===== config.mk =====
export PLATFORM = sky130hd
export DESIGN_NAME = differential_drive_odometry_flat
export DESIGN_NICKNAME = d
export VERILOG_FILES = /design/src/rtl/ddodo_pkg.sv /design/src/rtl/ddodo_if.sv /design/src/rtl/ddodo_ctrl.sv /design/src/rtl/ddodo_cordic.sv /design/src/rtl/ddodo_dpath.sv /design/src/rtl/differential_drive_odometry.sv /design/src/flat_wrapper.sv
export SDC_FILE = /design/constraint.sdc
export NUM_CORES = 2
export LEC_CHECK = 0
export BUFFER_PORTS_ARGS = -buffer_cell sky130_fd_sc_hd__buf_2
export CELL_PAD_IN_SITES_DETAIL_PLACEMENT = 1
export CELL_PAD_IN_SITES_GLOBAL_PLACEMENT = 2
export CORE_ASPECT_RATIO = 0.7
export CORE_MARGIN = 4
export CORE_UTILIZATION = 37
export DETAILED_ROUTE_END_ITERATION = 8
export PLACE_DENSITY_LB_ADDON = 0.1
export SYNTH_ARGS = -nofsm -noshare
export SYNTH_HDL_FRONTEND = slang
export SYNTH_SLANG_ARGS = --single-unit

===== constraint.sdc =====
create_clock -name clock -period 9.14 [get_ports clock]
set_input_delay 0.457 -clock clock [delete_from_list [all_inputs] [get_ports clock]]
set_output_delay 0.457 -clock clock [all_outputs]
set_load 0.02 [all_outputs]

===== src/rtl/ddodo_pkg.sv =====
// ddodo_pkg: shared constants, types and table functions for the odometry block
// no dependencies; every other file imports this package
package ddodo_pkg;

   localparam int SPEED_W       = 11;
   localparam int POS_W         = 32;
   localparam int HEAD_OUT_W    = 19;
   localparam int FRAC_BITS_DEF = 16;

   localparam logic signed [SPEED_W-1:0] SPEED_MAX = 11'sd800;

   // wheel distance and turn factors, scaled by 2^40
   localparam int CS_W = 32;
   localparam logic signed [CS_W-1:0] DIST_K = 32'sd9059272;
   localparam logic signed [CS_W-1:0] TURN_K = 32'sd87108386;
   localparam logic [63:0] TWO_PI_Q32 = 64'd26986075409;

   // cordic, angles in q30
   localparam int CORDIC_ITERS = 24;
   localparam int ITER_W       = $clog2(CORDIC_ITERS);
   localparam int ANG_W        = 35;
   localparam int Z_W          = 33;

   localparam logic signed [CS_W-1:0] CORDIC_GAIN = 32'sd652032874;
   localparam logic signed [ANG_W-1:0] PI_Q30      = 35'sd3373259426;
   localparam logic signed [ANG_W-1:0] HALF_PI_Q30 = 35'sd1686629713;
   localparam logic signed [ANG_W-1:0] TWO_PI_Q30  = 35'sd6746518852;
   localparam logic signed [ANG_W-1:0] FOLD_HI_Q30 = TWO_PI_Q30 - HALF_PI_Q30;

   typedef enum logic [2:0] {
      ST_IDLE,
      ST_DIST,
      ST_TURN,
      ST_ROT,
      ST_MULX,
      ST_MULZ,
      ST_DZ,
      ST_WRITE
   } ddodo_state_type;

   typedef enum logic [1:0] {
      MUL_DIST,
      MUL_TURN,
      MUL_SIN,
      MUL_COS
   } ddodo_mul_type;

   typedef struct packed {
      logic              load_in;
      logic              cordic_init;
      logic              cordic_step;
      logic [ITER_W-1:0] iter;
      logic              mul_en;
      ddodo_mul_type     mul_op;
      logic              du_load;
      logic              dth_load;
      logic              dx_load;
      logic              dz_load;
      logic              pose_write;
   } ddodo_cmd_type;

   function automatic logic [31:0] atan_q30(input logic [ITER_W-1:0] idx);
      logic [31:0] v;
      unique case (idx)
         5'd0:    v = 32'd843314856;
         5'd1:    v = 32'd497837829;
         5'd2:    v = 32'd263043836;
         5'd3:    v = 32'd133525158;
         5'd4:    v = 32'd67021686;
         5'd5:    v = 32'd33543515;
         5'd6:    v = 32'd16775850;
         5'd7:    v = 32'd8388437;
         5'd8:    v = 32'd4194282;
         5'd9:    v = 32'd2097149;
         5'd10:   v = 32'd1048575;
         5'd11:   v = 32'd524287;
         5'd12:   v = 32'd262143;
         5'd13:   v = 32'd131071;
         5'd14:   v = 32'd65535;
         5'd15:   v = 32'd32767;
         5'd16:   v = 32'd16383;
         5'd17:   v = 32'd8191;
         5'd18:   v = 32'd4095;
         5'd19:   v = 32'd2047;
         5'd20:   v = 32'd1023;
         5'd21:   v = 32'd511;
         5'd22:   v = 32'd255;
         5'd23:   v = 32'd127;
         default: v = 32'd0;
      endcase
      return v;
   endfunction

   function automatic logic signed [SPEED_W-1:0] sat_speed(
      input logic signed [SPEED_W-1:0] v
   );
      logic signed [SPEED_W-1:0] r;
      if (v > SPEED_MAX) begin
         r = SPEED_MAX;
      end else if (v < -SPEED_MAX) begin
         r = -SPEED_MAX;
      end else begin
         r = v;
      end
      return r;
   endfunction

endpackage


===== src/rtl/ddodo_if.sv =====
// ddodo_req_if, ddodo_rsp_if: valid/ready channels for wheel commands and pose words
// depends on ddodo_pkg for field widths
interface ddodo_req_if import ddodo_pkg::*; ();
   logic                      valid;
   logic                      ready;
   logic signed [SPEED_W-1:0] left_speed;
   logic signed [SPEED_W-1:0] right_speed;

   modport source (output valid, output left_speed, output right_speed, input ready);
   modport sink   (input valid, input left_speed, input right_speed, output ready);
endinterface

interface ddodo_rsp_if import ddodo_pkg::*; ();
   logic                    valid;
   logic                    ready;
   logic signed [POS_W-1:0] pos_x;
   logic signed [POS_W-1:0] pos_z;
   logic [HEAD_OUT_W-1:0]   heading;

   modport source (output valid, output pos_x, output pos_z, output heading, input ready);
   modport sink   (input valid, input pos_x, input pos_z, input heading, output ready);
endinterface


===== src/rtl/ddodo_ctrl.sv =====
// ddodo_ctrl: sequencer for one odometry step, cordic iteration count and result valid
// depends on ddodo_pkg
module ddodo_ctrl import ddodo_pkg::*; (
   input  logic          clock,
   input  logic          reset,
   input  logic          req_valid,
   output logic          req_ready,
   output logic          rsp_valid,
   input  logic          rsp_ready,
   output ddodo_cmd_type cmd
);

   localparam logic [ITER_W-1:0] LAST_ITER = ITER_W'(CORDIC_ITERS - 1);

   ddodo_state_type   state_ff, state_in;
   logic [ITER_W-1:0] cnt_ff, cnt_in;
   logic              rsp_valid_ff, rsp_valid_in;
   logic              out_free;

   assign out_free  = !rsp_valid_ff || rsp_ready;
   assign rsp_valid = rsp_valid_ff;

   always_comb begin
      state_in = state_ff;
      unique case (state_ff)
         ST_IDLE:  if (req_valid) state_in = ST_DIST;
         ST_DIST:  state_in = ST_TURN;
         ST_TURN:  state_in = ST_ROT;
         ST_ROT:   if (cnt_ff == LAST_ITER) state_in = ST_MULX;
         ST_MULX:  state_in = ST_MULZ;
         ST_MULZ:  state_in = ST_DZ;
         ST_DZ:    state_in = ST_WRITE;
         ST_WRITE: if (out_free) state_in = ST_IDLE;
         default:  state_in = ST_IDLE;
      endcase
   end

   always_comb begin
      cmd        = '0;
      cmd.mul_op = MUL_DIST;
      cmd.iter   = cnt_ff;
      req_ready  = 1'b0;
      unique case (state_ff)
         ST_IDLE: begin
            req_ready       = !reset;
            cmd.load_in     = req_valid;
            cmd.cordic_init = req_valid;
         end
         ST_DIST: begin
            cmd.cordic_step = 1'b1;
            cmd.mul_en      = 1'b1;
            cmd.mul_op      = MUL_DIST;
         end
         ST_TURN: begin
            cmd.cordic_step = 1'b1;
            cmd.du_load     = 1'b1;
            cmd.mul_en      = 1'b1;
            cmd.mul_op      = MUL_TURN;
         end
         ST_ROT: begin
            cmd.cordic_step = 1'b1;
            cmd.dth_load    = 1'b1;
         end
         ST_MULX: begin
            cmd.mul_en = 1'b1;
            cmd.mul_op = MUL_SIN;
         end
         ST_MULZ: begin
            cmd.dx_load = 1'b1;
            cmd.mul_en  = 1'b1;
            cmd.mul_op  = MUL_COS;
         end
         ST_DZ: begin
            cmd.dz_load = 1'b1;
         end
         ST_WRITE: begin
            cmd.pose_write = out_free;
         end
         default: begin
            cmd.load_in = 1'b0;
         end
      endcase
   end

   always_comb begin
      cnt_in = cnt_ff;
      if (cmd.cordic_init) begin
         cnt_in = '0;
      end else if (cmd.cordic_step) begin
         cnt_in = cnt_ff + 1'b1;
      end
      rsp_valid_in = rsp_valid_ff;
      if (cmd.pose_write) begin
         rsp_valid_in = 1'b1;
      end else if (rsp_ready) begin
         rsp_valid_in = 1'b0;
      end
   end

   always_ff @(posedge clock) begin
      if (reset) begin
         state_ff     <= ST_IDLE;
         cnt_ff       <= '0;
         rsp_valid_ff <= 1'b0;
      end else begin
         state_ff     <= state_in;
         cnt_ff       <= cnt_in;
         rsp_valid_ff <= rsp_valid_in;
      end
   end

endmodule


===== src/rtl/ddodo_cordic.sv =====
// ddodo_cordic: iterative rotation-mode cordic, one micro-rotation per cycle while step is high
// depends on ddodo_pkg for the arctangent table and q30 constants
module ddodo_cordic import ddodo_pkg::*; #(
   parameter int FRAC_BITS = FRAC_BITS_DEF
) (
   input  logic                   clock,
   input  logic                   init,
   input  logic                   step,
   input  logic [ITER_W-1:0]      iter,
   input  logic [FRAC_BITS+2:0]   heading,
   output logic signed [CS_W-1:0] cos_raw,
   output logic signed [CS_W-1:0] sin_raw,
   output logic                   neg
);

   logic signed [ANG_W-1:0] ang;
   logic signed [ANG_W-1:0] ang_fold;
   logic                    fold_neg;
   logic signed [CS_W-1:0]  x_ff, x_in, y_ff, y_in, xs, ys;
   logic signed [Z_W-1:0]   z_ff, z_in, atan_v;
   logic                    neg_ff, neg_in;

   assign ang      = ANG_W'(heading) <<< (30 - FRAC_BITS);
   assign fold_neg = (ang > HALF_PI_Q30) && (ang < FOLD_HI_Q30);

   always_comb begin
      if (fold_neg) begin
         ang_fold = ang - PI_Q30;
      end else if (ang > PI_Q30) begin
         ang_fold = ang - TWO_PI_Q30;
      end else begin
         ang_fold = ang;
      end
   end

   assign xs     = x_ff >>> iter;
   assign ys     = y_ff >>> iter;
   assign atan_v = $signed(Z_W'(atan_q30(iter)));

   always_comb begin
      x_in   = x_ff;
      y_in   = y_ff;
      z_in   = z_ff;
      neg_in = neg_ff;
      if (init) begin
         x_in   = CORDIC_GAIN;
         y_in   = '0;
         z_in   = ang_fold[Z_W-1:0];
         neg_in = fold_neg;
      end else if (step) begin
         if (!z_ff[Z_W-1]) begin
            x_in = x_ff - ys;
            y_in = y_ff + xs;
            z_in = z_ff - atan_v;
         end else begin
            x_in = x_ff + ys;
            y_in = y_ff - xs;
            z_in = z_ff + atan_v;
         end
      end
   end

   always_ff @(posedge clock) begin
      x_ff   <= x_in;
      y_ff   <= y_in;
      z_ff   <= z_in;
      neg_ff <= neg_in;
   end

   assign cos_raw = x_ff;
   assign sin_raw = y_ff;
   assign neg     = neg_ff;

endmodule


===== src/rtl/ddodo_dpath.sv =====
// ddodo_dpath: pose registers, shared multiplier, rounding and heading wrap
// depends on ddodo_pkg and ddodo_cordic
module ddodo_dpath import ddodo_pkg::*; #(
   parameter int FRAC_BITS = FRAC_BITS_DEF
) (
   input  logic                      clock,
   input  logic                      reset,
   input  ddodo_cmd_type             cmd,
   input  logic signed [SPEED_W-1:0] left_speed,
   input  logic signed [SPEED_W-1:0] right_speed,
   output logic signed [POS_W-1:0]   pos_x,
   output logic signed [POS_W-1:0]   pos_z,
   output logic [HEAD_OUT_W-1:0]     heading
);

   localparam int H_W    = FRAC_BITS + 3;
   localparam int DU_W   = FRAC_BITS;
   localparam int DX_W   = DU_W + 1;
   localparam int MA_W   = FRAC_BITS + 1;
   localparam int P_W    = MA_W + CS_W;
   localparam int DU_SH  = 41 - FRAC_BITS;
   localparam int DTH_SH = 40 - FRAC_BITS;
   localparam int CS_SH  = 30;

   localparam logic signed [P_W-1:0] DU_HALF  = P_W'(64'sd1 <<< (DU_SH - 1));
   localparam logic signed [P_W-1:0] DTH_HALF = P_W'(64'sd1 <<< (DTH_SH - 1));
   localparam logic signed [P_W-1:0] CS_HALF  = P_W'(64'sd1 <<< (CS_SH - 1));
   localparam logic [63:0] TWO_PI_FX =
      (TWO_PI_Q32 + (64'd1 << (31 - FRAC_BITS))) >> (32 - FRAC_BITS);
   localparam logic signed [H_W:0] TWO_PI_H = (H_W + 1)'(TWO_PI_FX);

   logic signed [SPEED_W-1:0] l_ff, r_ff;
   logic signed [SPEED_W:0]   sum_lr, dif_lr;
   logic signed [MA_W-1:0]    op_a;
   logic signed [CS_W-1:0]    op_b;
   logic signed [P_W-1:0]     mul_ff;
   logic signed [P_W-1:0]     du_rnd, dth_rnd, cs_rnd, cs_sh;
   logic signed [DU_W-1:0]    du_ff, dth_ff;
   logic signed [DX_W-1:0]    dx_ff, dz_ff;
   logic signed [H_W:0]       hsum_ff, hwrap;
   logic [POS_W-1:0]          x_ff, z_ff;
   logic [H_W-1:0]            heading_ff;
   logic [H_W+HEAD_OUT_W-1:0] head_ext;
   logic signed [CS_W-1:0]    cos_raw, sin_raw;
   logic                      cs_neg;

   ddodo_cordic #(
      .FRAC_BITS (FRAC_BITS)
   ) u_cordic (
      .clock   (clock),
      .init    (cmd.cordic_init),
      .step    (cmd.cordic_step),
      .iter    (cmd.iter),
      .heading (heading_ff),
      .cos_raw (cos_raw),
      .sin_raw (sin_raw),
      .neg     (cs_neg)
   );

   assign sum_lr = (SPEED_W + 1)'(l_ff) + (SPEED_W + 1)'(r_ff);
   assign dif_lr = (SPEED_W + 1)'(r_ff) - (SPEED_W + 1)'(l_ff);

   always_comb begin
      unique case (cmd.mul_op)
         MUL_DIST: begin
            op_a = MA_W'(sum_lr);
            op_b = DIST_K;
         end
         MUL_TURN: begin
            op_a = MA_W'(dif_lr);
            op_b = TURN_K;
         end
         MUL_SIN: begin
            op_a = MA_W'(du_ff);
            op_b = sin_raw;
         end
         MUL_COS: begin
            op_a = MA_W'(du_ff);
            op_b = cos_raw;
         end
         default: begin
            op_a = '0;
            op_b = '0;
         end
      endcase
   end

   // results are rounded toward plus infinity at the half, negated unless folded
   assign du_rnd  = (mul_ff + DU_HALF) >>> DU_SH;
   assign dth_rnd = (mul_ff + DTH_HALF) >>> DTH_SH;
   assign cs_rnd  = cs_neg ? (mul_ff + CS_HALF) : (CS_HALF - mul_ff);
   assign cs_sh   = cs_rnd >>> CS_SH;

   always_comb begin
      if (hsum_ff > TWO_PI_H) begin
         hwrap = hsum_ff - TWO_PI_H;
      end else if (hsum_ff < 0) begin
         hwrap = hsum_ff + TWO_PI_H;
      end else begin
         hwrap = hsum_ff;
      end
   end

   always_ff @(posedge clock) begin
      if (cmd.load_in) begin
         l_ff <= sat_speed(left_speed);
         r_ff <= sat_speed(right_speed);
      end
      if (cmd.mul_en) begin
         mul_ff <= op_a * op_b;
      end
      if (cmd.du_load) begin
         du_ff <= du_rnd[DU_W-1:0];
      end
      if (cmd.dth_load) begin
         dth_ff <= dth_rnd[DU_W-1:0];
      end
      if (cmd.dx_load) begin
         dx_ff <= cs_sh[DX_W-1:0];
      end
      if (cmd.dz_load) begin
         dz_ff   <= cs_sh[DX_W-1:0];
         hsum_ff <= (H_W + 1)'(heading_ff) + (H_W + 1)'(dth_ff);
      end
   end

   always_ff @(posedge clock) begin
      if (reset) begin
         x_ff       <= '0;
         z_ff       <= '0;
         heading_ff <= '0;
      end else if (cmd.pose_write) begin
         x_ff       <= x_ff + POS_W'(dx_ff);
         z_ff       <= z_ff + POS_W'(dz_ff);
         heading_ff <= hwrap[H_W-1:0];
      end
   end

   assign head_ext = (H_W + HEAD_OUT_W)'(heading_ff);
   assign pos_x    = x_ff;
   assign pos_z    = z_ff;
   assign heading  = head_ext[HEAD_OUT_W-1:0];

endmodule


===== src/rtl/differential_drive_odometry.sv =====
// Differential-drive dead-reckoning odometry. Each accepted word carries one time step's
// left and right wheel speed commands (saturated to +/-800); the block advances the stored
// x/z position along the old heading and updates the heading, wrapped into 0 to 2 pi, and
// returns the new pose as one word. Positions and heading carry FRAC_BITS fraction bits.
// A word is accepted only while no step is in progress; after acceptance the cordic unit runs
// its 24 micro-rotations, one per cycle, while the shared multiplier takes the distance and
// turn passes, and the sine and cosine passes follow. A finished pose may wait in the output
// register while the next word is accepted, but that step cannot write its pose until the
// waiting one is taken, and a new word is taken only once the previous step has finished.
// depends on ddodo_pkg, ddodo_if, ddodo_ctrl, ddodo_dpath, ddodo_cordic
module differential_drive_odometry import ddodo_pkg::*; #(
   parameter int FRAC_BITS = FRAC_BITS_DEF
) (
   input  logic        clock,
   input  logic        reset,
   ddodo_req_if.sink   req_chan,
   ddodo_rsp_if.source rsp_chan
);

   ddodo_cmd_type cmd;

   ddodo_ctrl u_ctrl (
      .clock     (clock),
      .reset     (reset),
      .req_valid (req_chan.valid),
      .req_ready (req_chan.ready),
      .rsp_valid (rsp_chan.valid),
      .rsp_ready (rsp_chan.ready),
      .cmd       (cmd)
   );

   ddodo_dpath #(
      .FRAC_BITS (FRAC_BITS)
   ) u_dpath (
      .clock       (clock),
      .reset       (reset),
      .cmd         (cmd),
      .left_speed  (req_chan.left_speed),
      .right_speed (req_chan.right_speed),
      .pos_x       (rsp_chan.pos_x),
      .pos_z       (rsp_chan.pos_z),
      .heading     (rsp_chan.heading)
   );

endmodule

===== src/flat_wrapper.sv =====
// flat-port wrapper written by rule: the top's interface ports become plain ports
module differential_drive_odometry_flat import ddodo_pkg::*;
#(
   parameter int FRAC_BITS = FRAC_BITS_DEF
)
  (clock, reset, req_chan_valid, req_chan_left_speed, req_chan_right_speed, req_chan_ready, rsp_chan_valid, rsp_chan_pos_x, rsp_chan_pos_z, rsp_chan_heading, rsp_chan_ready);
  ddodo_req_if req_chan_i ();
  ddodo_rsp_if rsp_chan_i ();
  input  logic clock;
  input  logic reset;
  input wire logic [$bits(req_chan_i.valid)-1:0] req_chan_valid;
  input wire logic [$bits(req_chan_i.left_speed)-1:0] req_chan_left_speed;
  input wire logic [$bits(req_chan_i.right_speed)-1:0] req_chan_right_speed;
  output wire logic [$bits(req_chan_i.ready)-1:0] req_chan_ready;
  output wire logic [$bits(rsp_chan_i.valid)-1:0] rsp_chan_valid;
  output wire logic [$bits(rsp_chan_i.pos_x)-1:0] rsp_chan_pos_x;
  output wire logic [$bits(rsp_chan_i.pos_z)-1:0] rsp_chan_pos_z;
  output wire logic [$bits(rsp_chan_i.heading)-1:0] rsp_chan_heading;
  input wire logic [$bits(rsp_chan_i.ready)-1:0] rsp_chan_ready;
  assign req_chan_i.valid = req_chan_valid;
  assign req_chan_i.left_speed = req_chan_left_speed;
  assign req_chan_i.right_speed = req_chan_right_speed;
  assign req_chan_ready = req_chan_i.ready;
  assign rsp_chan_valid = rsp_chan_i.valid;
  assign rsp_chan_pos_x = rsp_chan_i.pos_x;
  assign rsp_chan_pos_z = rsp_chan_i.pos_z;
  assign rsp_chan_heading = rsp_chan_i.heading;
  assign rsp_chan_i.ready = rsp_chan_ready;
  differential_drive_odometry #(.FRAC_BITS(FRAC_BITS)) u_core (.clock(clock), .reset(reset), .req_chan(req_chan_i), .rsp_chan(rsp_chan_i));
endmodule

# --- Yosys cells after proc, flatten, opt, wreduce, memory -nomap -nowiden ---
# Memories as Yosys holds them, arrays and structs flattened. A register that Yosys moved wholly into a read port is not among the register bits.
# Index checks and enable logic that the tools add are counted.
classes:
  n_reduce_logical: 14
  div_mod_pow: 0
  n_eq_ne: 14
  n_lt_le_gt_ge: 9
  addsub: 20
  n_shift: 2
  n_bitwise: 0
  muxes: 31
  multipliers: 1
op_table:
  columns: ["cell", "n"]
  rows:
  - ["$mux 33", 5]
  - ["$add 32x32->32", 4]
  - ["$pmux 32 s4", 1]
  - ["$mux 32", 2]
  - ["$sshr 32x5->32", 2]
  - ["$sub 32x32->32", 2]
  - ["$pmux 17 s3", 1]
  - ["$add 47x31->47 const B", 1]
  - ["$mul 17x32->47", 1]
  - ["$mux 47", 1]
  - ["$sub 31x47->47 const A", 1]
  - ["$add 41x26->41 const B", 1]
  - ["$add 40x25->40 const B", 1]
  - ["$mux 19", 2]
  - ["$add 33x33->33", 1]
  - ["$gt 33x31->1 const B", 1]
  - ["$gt 33x32->1 const B", 1]
  - ["$lt 33x33->1 const B", 1]
  - ["$sub 33x32->33 const B", 1]
  - ["$sub 33x33->33", 1]
  - ["$sub 33x33->33 const B", 1]
  - ["$pmux 3 s8", 1]
  - ["$gt 11x11->1 const B", 2]
  - ["$lt 11x11->1 const B", 2]
  - ["30 further kinds", 54]
word_totals:
  out_inout_bits: 85
  mem_count: 1
  wordCells: 112
  mem_bits_ro: 960
  reg_bits: 345
  latch_bits: 0
  ram_bits: 0
  inputBits: 26
memory_table:
  columns: ["name", "words", "width", "rd", "rd_clocked_by_memory_dff", "write_ports", "line", "source"]
  rows:
  - ["(no name shown)", 32, 30, 1, 1, 0, "ddodo_pkg.sv:64", "unique case (idx)"]

# --- Longest topological paths before layout ---
depth:
  depth_word: 6
  mapped_depth: 39
  ltp_nobuf: 38

# --- Cells and area by module ---
# From an unflattened synthesis, not the netlist that was laid out.
hier_totals:
  hier_cells: 5645
  area_unflattened_um2: 49252.2
modules_own_cells:
  columns: ["mod", "cells_per_inst", "area_per_inst_um2", "instances"]
  rows:
  - ["ddodo_dpath", 3646, 33100.5, 1]
  - ["ddodo_cordic", 1937, 15650.0, 1]
  - ["ddodo_ctrl", 62, 501.7, 1]

# --- Least setup slack after synthesis ---
# No wires, ideal clock.
synth_timing:
  kind: "register to register"
  startpoint: "reg u_core.u_dpath.l_ff[1]"
  endpoint: "reg u_core.u_dpath.mul_ff[43], data pin"
  arrival_ns: 8.477
  synth_period_minus_slack_ns: 8.735
  setup_slack_ns: 0.405
  required_ns: 8.881
  n_path_buf: 2
  stages_incl_launch_ff: 36
  path_cell_list: "edfxtp_1 inv_1 ha_1 nor2b_1 o21ai_0 a21oi_1 o31ai_1 nand2b_1 a21oi_1 xnor2_1 nand2_1 nand3_1 a21boi_1 clkbuf_1 nand2_1 fa_1 inv_1 fa_1 inv_1 fa_1 inv_1 fa_1 fa_1 inv_1 fa_1 inv_1 ha_1 clkbuf_1 nand3_1 or2_2 o31a_1 o41ai_1 a211oi_1 o21bai_1 a21oi_1 xnor2_1"
synth_between:
  elab_chain_cells: 3
synth_lines:
  columns: ["element", "line", "source"]
  rows:
  - ["from (decl)", "ddodo_dpath.sv:32", "logic signed [SPEED_W-1:0] l_ff, r_ff;"]
  - ["from (signal assigned)", "ddodo_dpath.sv:106", "l_ff <= sat_speed(left_speed);"]
  - ["$sub 11x11->12 or $add 11x11->12 (tied branches)", "ddodo_dpath.sv:61, ddodo_dpath.sv:60", null]
  - ["$pmux 17 s3 (*)", "ddodo_dpath.sv:64", "unique case (cmd.mul_op)"]
  - ["$mul 17x32->47 (*)", "ddodo_dpath.sv:110", "mul_ff <= op_a * op_b;"]
  - ["to (signal assigned)", "ddodo_dpath.sv:110", null]
  - ["to (decl)", "ddodo_dpath.sv:36", "logic signed [P_W-1:0] mul_ff;"]
# Mark *: on every way between the ends. The rest lies on a longest branch, timed or not.
# A chain may end at the register's enable or synchronous reset.

# --- Worst setup path in the final report ---
layout_timing:
  startpoint: "reg u_core.u_dpath.l_ff[0]"
  endpoint: "reg u_core.u_dpath.mul_ff[43], data pin"
# The elaborated chain is that of the path after synthesis.

==> results.py <==
metrics = {
    "outcome": {
        "status": "completed",
    },
    "drt": {
        "totalWireLength_mm": 186,
        "drc": 0,
        "final_antenna_net_count": 0,
        "vias": 42323,
        "routedWlPerCell_um": 24.6,
        "first_pass_iters": 5,
        "drt_iter0_markers": 3117,
        "avgViaCountPerCell": 5.60,
    },
    "sta": {
        "fin_hold_ws_ns": 0.135,
        "max_freq_ghz": 0.114,
        "tightest_slew_ns": 1.18,
        "max-slew-margin-rel": 0.208,
        "hold_viol_final": 0,
        "slew_violations": 0,
        "fin_crit_ns": 8.75,
        "finClkSkew_ns": 0.0264,
        "layout_setup_ws_ns": 0.392,
        "finalCritPeriodShare": 0.957,
        "finalSetupViolCount": 0,
    },
    "synth": {
        "synth_area_um2": 49300,
        "synth_compound_area_frac": 0.154,
        "synthAdderAreaFrac": 0.294,
        "ys_top_cells_by_count": "700 x nand2_1, 677 x inv_1, 540 x nor2_1, 515 x fa_1, 386 x a21oi_1",
        "synth_area_leaders": "fa_1 21%, edfxtp_1 12%, ha_1 8.5%",
        "syn_nets": 6570,
        "yosysUniqueCellTypes": 107,
        "synth-seq-area-share": 0.190,
        "synthXorXnorAreaFrac": 0.0627,
        "syn_avg_cell_area_um2": 8.67,
        "synth_top_family_by_area": "adder cells",
        "synth.most_common_cell": "nand2_1",
        "syn_inst": 5694,
        "synth_flop_cell": "edfxtp_1",
        "ys_seq_elements": 375,
        "synth_edf_count": 189,
        "yosysTopAreaCellShare": 0.209,
        "synth.mux.area_fraction": 0.0600,
        "async_reset_ff_frac": 0,
        "synth_area_leader_cell": "fa_1",
        "synth-simple-area-share": 0.163,
        "yosys_warnings": 0,
    },
    "min_path": {
        "hp-start": "req_chan_left_speed[5]",
        "min_path_type": "primary input to flop",
        "whs_path_depth": 2,
    },
    "layout": {
        "fillerInstances": 15429,
        "fin_nets": 6644,
        "final_area_um2": 54300,
        "final_cells": 7563,
        "syn2layout_area_growth_pct": 10.1,
        "drive_gt1_frac": 0.0997,
    },
    "critical_path": {
        "cp_common_cell": "fa_1",
        "path_class": "flop to flop",
        "critPathMaxFanout": 13,
        "critPathSlowestCell": "fa_1",
        "cp-start-kind": "flop",
        "worstPathArrival_ns": 9.12,
        "r2r_start": "u_core.u_dpath.l_ff[0]",
        "crit_required_ns": 9.51,
        "max_stage_delay_ns": 0.57,
        "ff2ff_path_depth": 37,
        "crit_start": "u_core.u_dpath.l_ff[0]",
        "cp-end-kind": "flop",
    },
    "cts": {
        "ctsLongestPathBuffers": 3,
        "cts.sinks": 375,
        "cts_tree": "done",
        "ctsRootBufferMaster": "clkbuf_16",
        "clkSlewWorstSetupHoldPaths_ns": 0.06,
        "htree_levels": 2,
        "numCtsBuffers": 47,
        "clk_latency_ns": 0.64,
    },
    "global_route": {
        "grt_overflow_total": 0,
        "antenna_found_initial": 11,
        "globalRouteTotalUtil": 0.263,
        "grt_max_degree": 64,
        "grt_pass1_vias": 43275,
        "grt_pass1_wl_mm": 280,
    },
    "place": {
        "hpwl_mm": 146,
        "dp_cells": 7464,
        "post_dp_cell_area_um2": 52400,
        "dp_slack_ns": -0.0413,
        "gp_congestion": 0.912,
        "port_buffers": 110,
    },
    "run": {
        "maxCapViolCount": 0,
    },
    "floorplanning": {
        "rows": 111,
        "pin_count": 111,
        "fp.dieH_um": 314,
        "fp.dieW_um": 444,
        "start_util": 0.375,
        "dieArea_um2": 139000,
        "core_area_um2": 132000,
    },
}
[final cells by class]
class | count | area [µm²] | area share
sequential | 375 | 9410 | 0.173
tap | 1751 | 2190 | 0.0403
inverter | 681 | 2560 | 0.0471
multi-input combinational | 4377 | 36400 | 0.671
clock buffer | 61 | 1380 | 0.0253
timing repair buffer | 286 | 2060 | 0.0380
clock inverter | 26 | 258 | 0.00475
antenna | 6 | 15.0 | 0.000276
[kinds of logic (layout without fill, tap and decap cells)]
family                   after synthesis  in the layout
AO/OA/AOI/OAI                       1196           1196
XOR/XNOR                             353            353
adder cells (fa/ha/maj)              850            850
buffers and inverters                942           1054
flip-flops                           375            375
multiplexers                         190            190
other                                  0              6
AND/OR/NAND/NOR                     1788           1788
[layer usage]
layer | wire length, µm | up-vias | track usage | share of wire
li1 | - | 19425 | - | -
met1 | 92000 | 21467 | 0.404 | 0.49
met2 | 74300 | 1268 | 0.370 | 0.40
met3 | 15600 | 161 | 0.0632 | 0.084
met4 | 4090 | 2 | 0.0541 | 0.022
met5 | 13 | - | 0 | 0.000070
[registers in the layout (all words and copies together), names as in the netlist, 16 cells and up]
| name | count |
|---|---|
| u_core.u_dpath.dth_ff | 16 |
| u_core.u_dpath.du_ff | 16 |
| u_core.u_dpath.dx_ff | 17 |
| u_core.u_dpath.dz_ff | 17 |
| u_core.u_dpath.heading | 19 |
| u_core.u_dpath.hsum_ff | 20 |
| u_core.u_dpath.mul_ff | 47 |
| u_core.u_dpath.pos_x | 32 |
| u_core.u_dpath.pos_z | 32 |
| u_core.u_dpath.u_cordic.atan_v | 30 |
| u_core.u_dpath.u_cordic.cos_raw | 32 |
| u_core.u_dpath.u_cordic.sin_raw | 32 |
| u_core.u_dpath.u_cordic.z_ff | 33 |
[path summary, 6_finish.rpt]
kind / to / slack (ns)
setup / recovery: u_core.u_dpath.mul_ff[43] / 0.39
hold / removal: u_core.u_dpath.l_ff[5] / 0.13
setup reg to reg: u_core.u_dpath.mul_ff[43] / 0.39
hold reg to reg: u_core.u_dpath.pos_z[23] / 0.47
[through the flow]
step                      utilization  setup TNS, ns
after floorplan                     -              0
after global placement          0.398              0
after detailed placement        0.398        -0.0413
after CTS                       0.410              0
after global routing            0.412        -0.0101
final                           0.413              0
[timing repair]
action,CTS,global route
gates cloned,0,2
resized for setup,1,45
setup buffers,0,4
pin swaps,0,11
setup endpoints to repair,3,17
hold buffers,0,0
[critical path, delay by kind of cell, from the launching register on]
kind / cells / cell delay [ns]
simple gates: 1 / 0.10
fa+ha+maj: 9 / 3.85
compound gates: 20 / 3.26
flops: 1 / 0.41
xor+xnor: 1 / 0.08
buf+inv: 6 / 0.73
[cell usage in the layout, fill, tap and decap left out, types with 26 or more instances in the layout]
cell,Yosys,final
ha_1,335,328
a211oi_1,31,29
xor2_1,147,147
nor2b_1,42,39
a21oi_1,386,379
clkbuf_16,0,55
o21a_1,53,52
xnor2_1,206,205
and3_1,40,40
or3_1,29,29
o21ai_0,253,244
edfxtp_1,189,189
mux2i_1,62,62
a31oi_1,42,41
nand2_1,700,699
nor3_1,96,94
o21ai_1,21,27
mux2_2,51,51
inv_1,677,676
nor2_1,540,535
mux4_2,58,58
a21o_1,108,108
and2_1,81,81
dfxtp_1,186,181
buf_4,14,162
nand2b_1,51,49
buf_2,17,109
fa_1,515,514
nand3_1,97,96
o211ai_1,26,26
Power is left out: the tool's default activity adds up to more than one toggle a clock period on the data nets, which glitch-free logic cannot reach.
